File: src/rtl/pmwis_pkg.sv
`timescale 1ns / 1ps
// ----------------------------------------------------------------------------
// pmwis_pkg
// Shared sizes, types and the step record for the path MWIS core.
// ----------------------------------------------------------------------------
package pmwis_pkg;

    localparam int MAX_VERTICES = 128;
    localparam int WEIGHT_BITS  = 32;
    localparam int TOTAL_BITS   = 39;
    localparam int VTX_BITS     = 8;
    localparam int RESULT_CAP   = 64;

    // vertex count 0..MAX_VERTICES, also the best table index
    localparam int CNT_W  = $clog2(MAX_VERTICES + 1);
    localparam int ADDR_W = $clog2(MAX_VERTICES);
    localparam int K_W    = $clog2(RESULT_CAP + 1);

    localparam int IN_DATA_W  = 32;
    localparam int OUT_DATA_W = ((VTX_BITS + TOTAL_BITS + 7) / 8) * 8;
    localparam int OUT_USER_W = 2;

    // tuser bit positions on the result side
    localparam int USER_EMPTY = 0;
    localparam int USER_OVF   = 1;

    typedef logic [TOTAL_BITS-1:0]  t_best;
    typedef logic [WEIGHT_BITS-1:0] t_weight;

    // one relaxation step: include decision and new best value
    typedef struct packed {
        logic  take;
        t_best best;
    } t_step;

endpackage

File: src/rtl/pmwis_relax.sv
`timescale 1ns / 1ps
// ----------------------------------------------------------------------------
// pmwis_relax
// One step of the path recurrence: best(i) = max(best(i-1), best(i-2)+w(i)),
// saturating add, ties exclude the vertex.
// ----------------------------------------------------------------------------
module pmwis_relax (
    input  pmwis_pkg::t_best   i_prev1,
    input  pmwis_pkg::t_best   i_prev2,
    input  pmwis_pkg::t_weight i_weight,
    output pmwis_pkg::t_step   o_step
);
    import pmwis_pkg::*;

    logic [TOTAL_BITS:0] sum;
    t_best               incl;

    assign sum  = {1'b0, i_prev2} + (TOTAL_BITS + 1)'(i_weight);
    assign incl = sum[TOTAL_BITS] ? {TOTAL_BITS{1'b1}} : sum[TOTAL_BITS-1:0];

    always_comb begin
        o_step.take = (i_prev1 < incl);
        o_step.best = o_step.take ? incl : i_prev1;
    end

endmodule

File: config.mk
export PLATFORM = sky130hd
export DESIGN_NAME = pmwis_relax
export DESIGN_NICKNAME = d
export VERILOG_FILES = /design/src/rtl/pmwis_pkg.sv /design/src/rtl/pmwis_relax.sv
export SDC_FILE = /design/constraint.sdc
export NUM_CORES = 1
export LEC_CHECK = 0
export ABC_AREA = 1
export BUFFER_PORTS_ARGS = -buffer_cell sky130_fd_sc_hd__buf_4
export CORE_MARGIN = 3
export CORE_UTILIZATION = 57
export DETAILED_ROUTE_END_ITERATION = 8
export GPL_TIMING_DRIVEN = 0
export PLACE_DENSITY = 0.91
export REMOVE_ABC_BUFFERS = 1
export SYNTH_ARGS = -nofsm -noshare
export SYNTH_HDL_FRONTEND = slang
export SYNTH_SLANG_ARGS = --single-unit
File: constraint.sdc
create_clock -name vclk -period 13.7
set_input_delay 2.055 -clock vclk [all_inputs]
set_output_delay 2.055 -clock vclk [all_outputs]
set_load 0.01 [all_outputs]
======== Word level (Yosys, flattened, before mapping) ========
Index checks and enable logic that the tools add are counted.
word-level totals
  register bits ........................... 0
  latch bits .............................. 0
  memory bits (writable) .................. 0
  bits in read-only memories .............. 0
  bits of input ports ..................... 110
  output and inout bits ................... 40
  word-level logic and storage cells ...... 4
  memories ................................ 0
cells by class
  add/subtract/negate cells ............... 1
  multipliers ............................. 0
  div/mod/pow operators ................... 0
  $lt $le $gt $ge ......................... 1
  eq/ne operators ......................... 0
  shifts and indexed selects .............. 0
  muxes and demuxes ....................... 2
  bitwise operators ....................... 0
  reduce and logical (&&, ||, !) cells .... 0
operator list
  cell            count
  $mux 39         2
  $add 39x32->40  1
  $lt 39x39->1    1

======== Depth between registers and ports, before layout ========
  depth in word-level cells ............... 4
  gate-level depth with buffers ........... 27
  mapped depth without buffers ............ 25

======== Worst setup path after synthesis ========
No wires, ideal clock.
  path kind ............................... input-to-output
  from .................................... input port i_prev2[0]
  to ...................................... output port o_step[19] (netlist name)
  arrival ................................. 5446 ps
  required time ........................... 11645 ps
  slack ................................... 6199 ps
  stages .................................. 24
  buffers on the path ..................... 2
  cell sequence ........................... ha_1 > fa_1 > nand3_1 > nand2_1 > nand2_1 > nand2_1 > a21oi_1 > o21ai_0 > nand3_1 > nand3_1 > nand3_1 > inv_1 > ha_1 > a21oi_1 > o21ai_1 > a21oi_1 > nor2_1 > o21ai_1 > o2111ai_1 > a21oi_2 > clkbuf_1 > buf_2 > nand3_1 > nand2_1
RTL lines
  what             RTL line           RTL
  start, declared  pmwis_relax.sv:9   input pmwis_pkg::t_best i_prev2,
  end, declared    pmwis_relax.sv:11  output pmwis_pkg::t_step o_step

==> results.md <==
* Rel. slew slack at 49.9%
* WL per Instance at 14.6 um
* Core Area at 6980 um^2
* Final net count at 1106
* Clock buffer count at 0
* Synthesis Warnings at 0
* Yosys cell types at 41
* Crit-path max FO at 40
* Max stage delay cell, worst path: nand2_2
* Largest net degree at the start of global routing at 41
* Max-cap viol count at 0
* Worst hold path cell count at 4
* First-pass GRT wire length at 24.0 mm
* Initial antenna violation count at 0
* Sequential cell count at 0
* Routed vias/inst at 5.73
* Hold Vio Cnt, Final at 0
* Setup Viol. Count Final at 0
* Post CTS Setup Buffer Count at 0
* Area delta synth->final at 27.7%
* GPL Wtd Cong at 0.985
* P per Cell Area at 57.4 nW/um^2
* Drt pass-1 iters at 6
* Max Fclk at 105 MHz
* Setup TNS at 0 ps
* Initial Utilization at 60.6%
* Layout cell share with drive strength beyond 1 at 20.8%
* Multi-input gate area in the final layout at 3670 um^2
* Synth area leaders: ha_1 (21%), nand2_1 (20%), inv_1 (11%), nand3_1 (9.8%), nor2_1 (7.2%)
* Post-CTS Resized at 0
* Crit end category: output pin
* Sequential standard cell area at 0 um^2
* Most used cell, CP: nand2_1
* I/O pins at 150
* Leak at 0.00313 uW
* Slew @ Worst Pin at 749 ps
* Fin crit period at 9520 ps
* Crit path launch type: primary input
* Hold-fix buffers, CTS at 0
* Post-synth top area share at 20.7%
* Vias at 5837
* Die Height at 92.2 um
* # port buffers at 150
* Synth Cell Area at 4230 um^2
* Worst VDD drop at 0.0295 mV
* Crit path DAT at 7470 ps
* Post-Synthesis Cells at 788
* Tot Pwr at 310 uW
* Commonest cells in the netlist: nand2_1 (228), inv_1 (119), nand3_1 (83), nor2_1 (81), ha_1 (70)
* Period utilisation layout at 69.5%
* Final HPWL from detailed placement at 12.9 mm
* First DRT Iteration DRCs at 411
* Kind of critical path: in2out
* Site Rows at 30
* Drc violations at 0
* Synth Area per Inst at 5.37 um^2
* Sequential area share after synthesis at 0%
* Status: completed
* Crit path required time at 11640 ps
* Drt total wl at 14.9 mm
* Worst path max stage delay at 700 ps
* HP Class: in2out
* Slew Viols, Final at 0
* Most numerous cell in the Yosys netlist: nand2_1
* Die area at 8490 um^2
* Die width at 92.2 um
* Yosys top cell by area: ha_1
* Antenna cells at 0
* Unrepaired setup endpoints after global routing: false
* Filler instances at 584
* Grt total ovfl at 0
* Vias in the first global route at 5386
* Antenna-violating nets left at 0
* All-layer global routing usage at 33.4%
* Min Hold Slack at 4390 ps
==> logic make-up (layout without fill, tap and decap cells) <==
family,after synthesis,after routing,synth area share (%)
AO/OA/AOI/OAI,109,109,14.4
adder cells (fa/ha/maj),71,71,21.2
XOR/XNOR,16,16,3.31
AND/OR/NAND/NOR,453,453,47.6
buffers and inverters,139,274,13.5
==> cells in the final DEF, fill, tap and decap left out, types with 6 or more instances in the layout <==
cell and instances:
nor3_1 8, ha_1 70, xnor2_1 6, nand3_1 83, nor2_1 81, a31oi_1 8
inv_1 119, nand4_1 12, xor2_1 10, a21oi_1 53, nand2_1 228, or2_2 7
buf_4 150, o21ai_0 27, nand3_2 12, nand2_2 6
==> worst max-delay path: cells and delay by family <==
family	cells	cell delay [ps]
adders and majority gates	2	700
buffers and inverters	5	730
and+or+nand+nor	18	3960
==> metrics by stage <==
step                      instances  worst slack (ps)  area (um^2)  util [%]
final                          1019              4180         5400      77.4
after global routing           1019              3580         5400      77.4
after CTS                      1019              4300         5400      77.4
after detailed placement       1019              4280         5400      77.4
after global placement         1018              3490         5370      76.9
after floorplan                 772              5120         4120         -
==> worst paths after layout <==
check	slack [ps]	end	startpoint
setup / recovery	4180	o_step[26]	i_prev2[22]
hold / removal	4390	o_step[0]	i_prev1[0]
==> area by class of cell <==
class | count | area share (%)
Timing Repair Buffer | 151 | 21.4
Tap cell | 96 | 2.22
Inverter | 123 | 8.55
Multi-Input combinational cell | 649 | 67.9
==> per-layer routing <==
metal	GRT usage, %	share of wire (%)
met5	0	0
met4	10.1	3.2
met3	4.10	9.0
met1	43.9	42
met2	56.8	46
==> where the power goes <==
| part | switching [uW] | total (uW) | internal, uW | leakage [uW] |
|---|---|---|---|---|
| Clock | 0 | 0 | 0 | 0 |
| Sequential | 0 | 0 | 0 | 0 |
| Combinational | 180 | 310 | 130 | 0.00313 |
| Total | 180 | 310 | 130 | 0.00313 |
No activity file was read; power rests on OpenSTA's default activity.
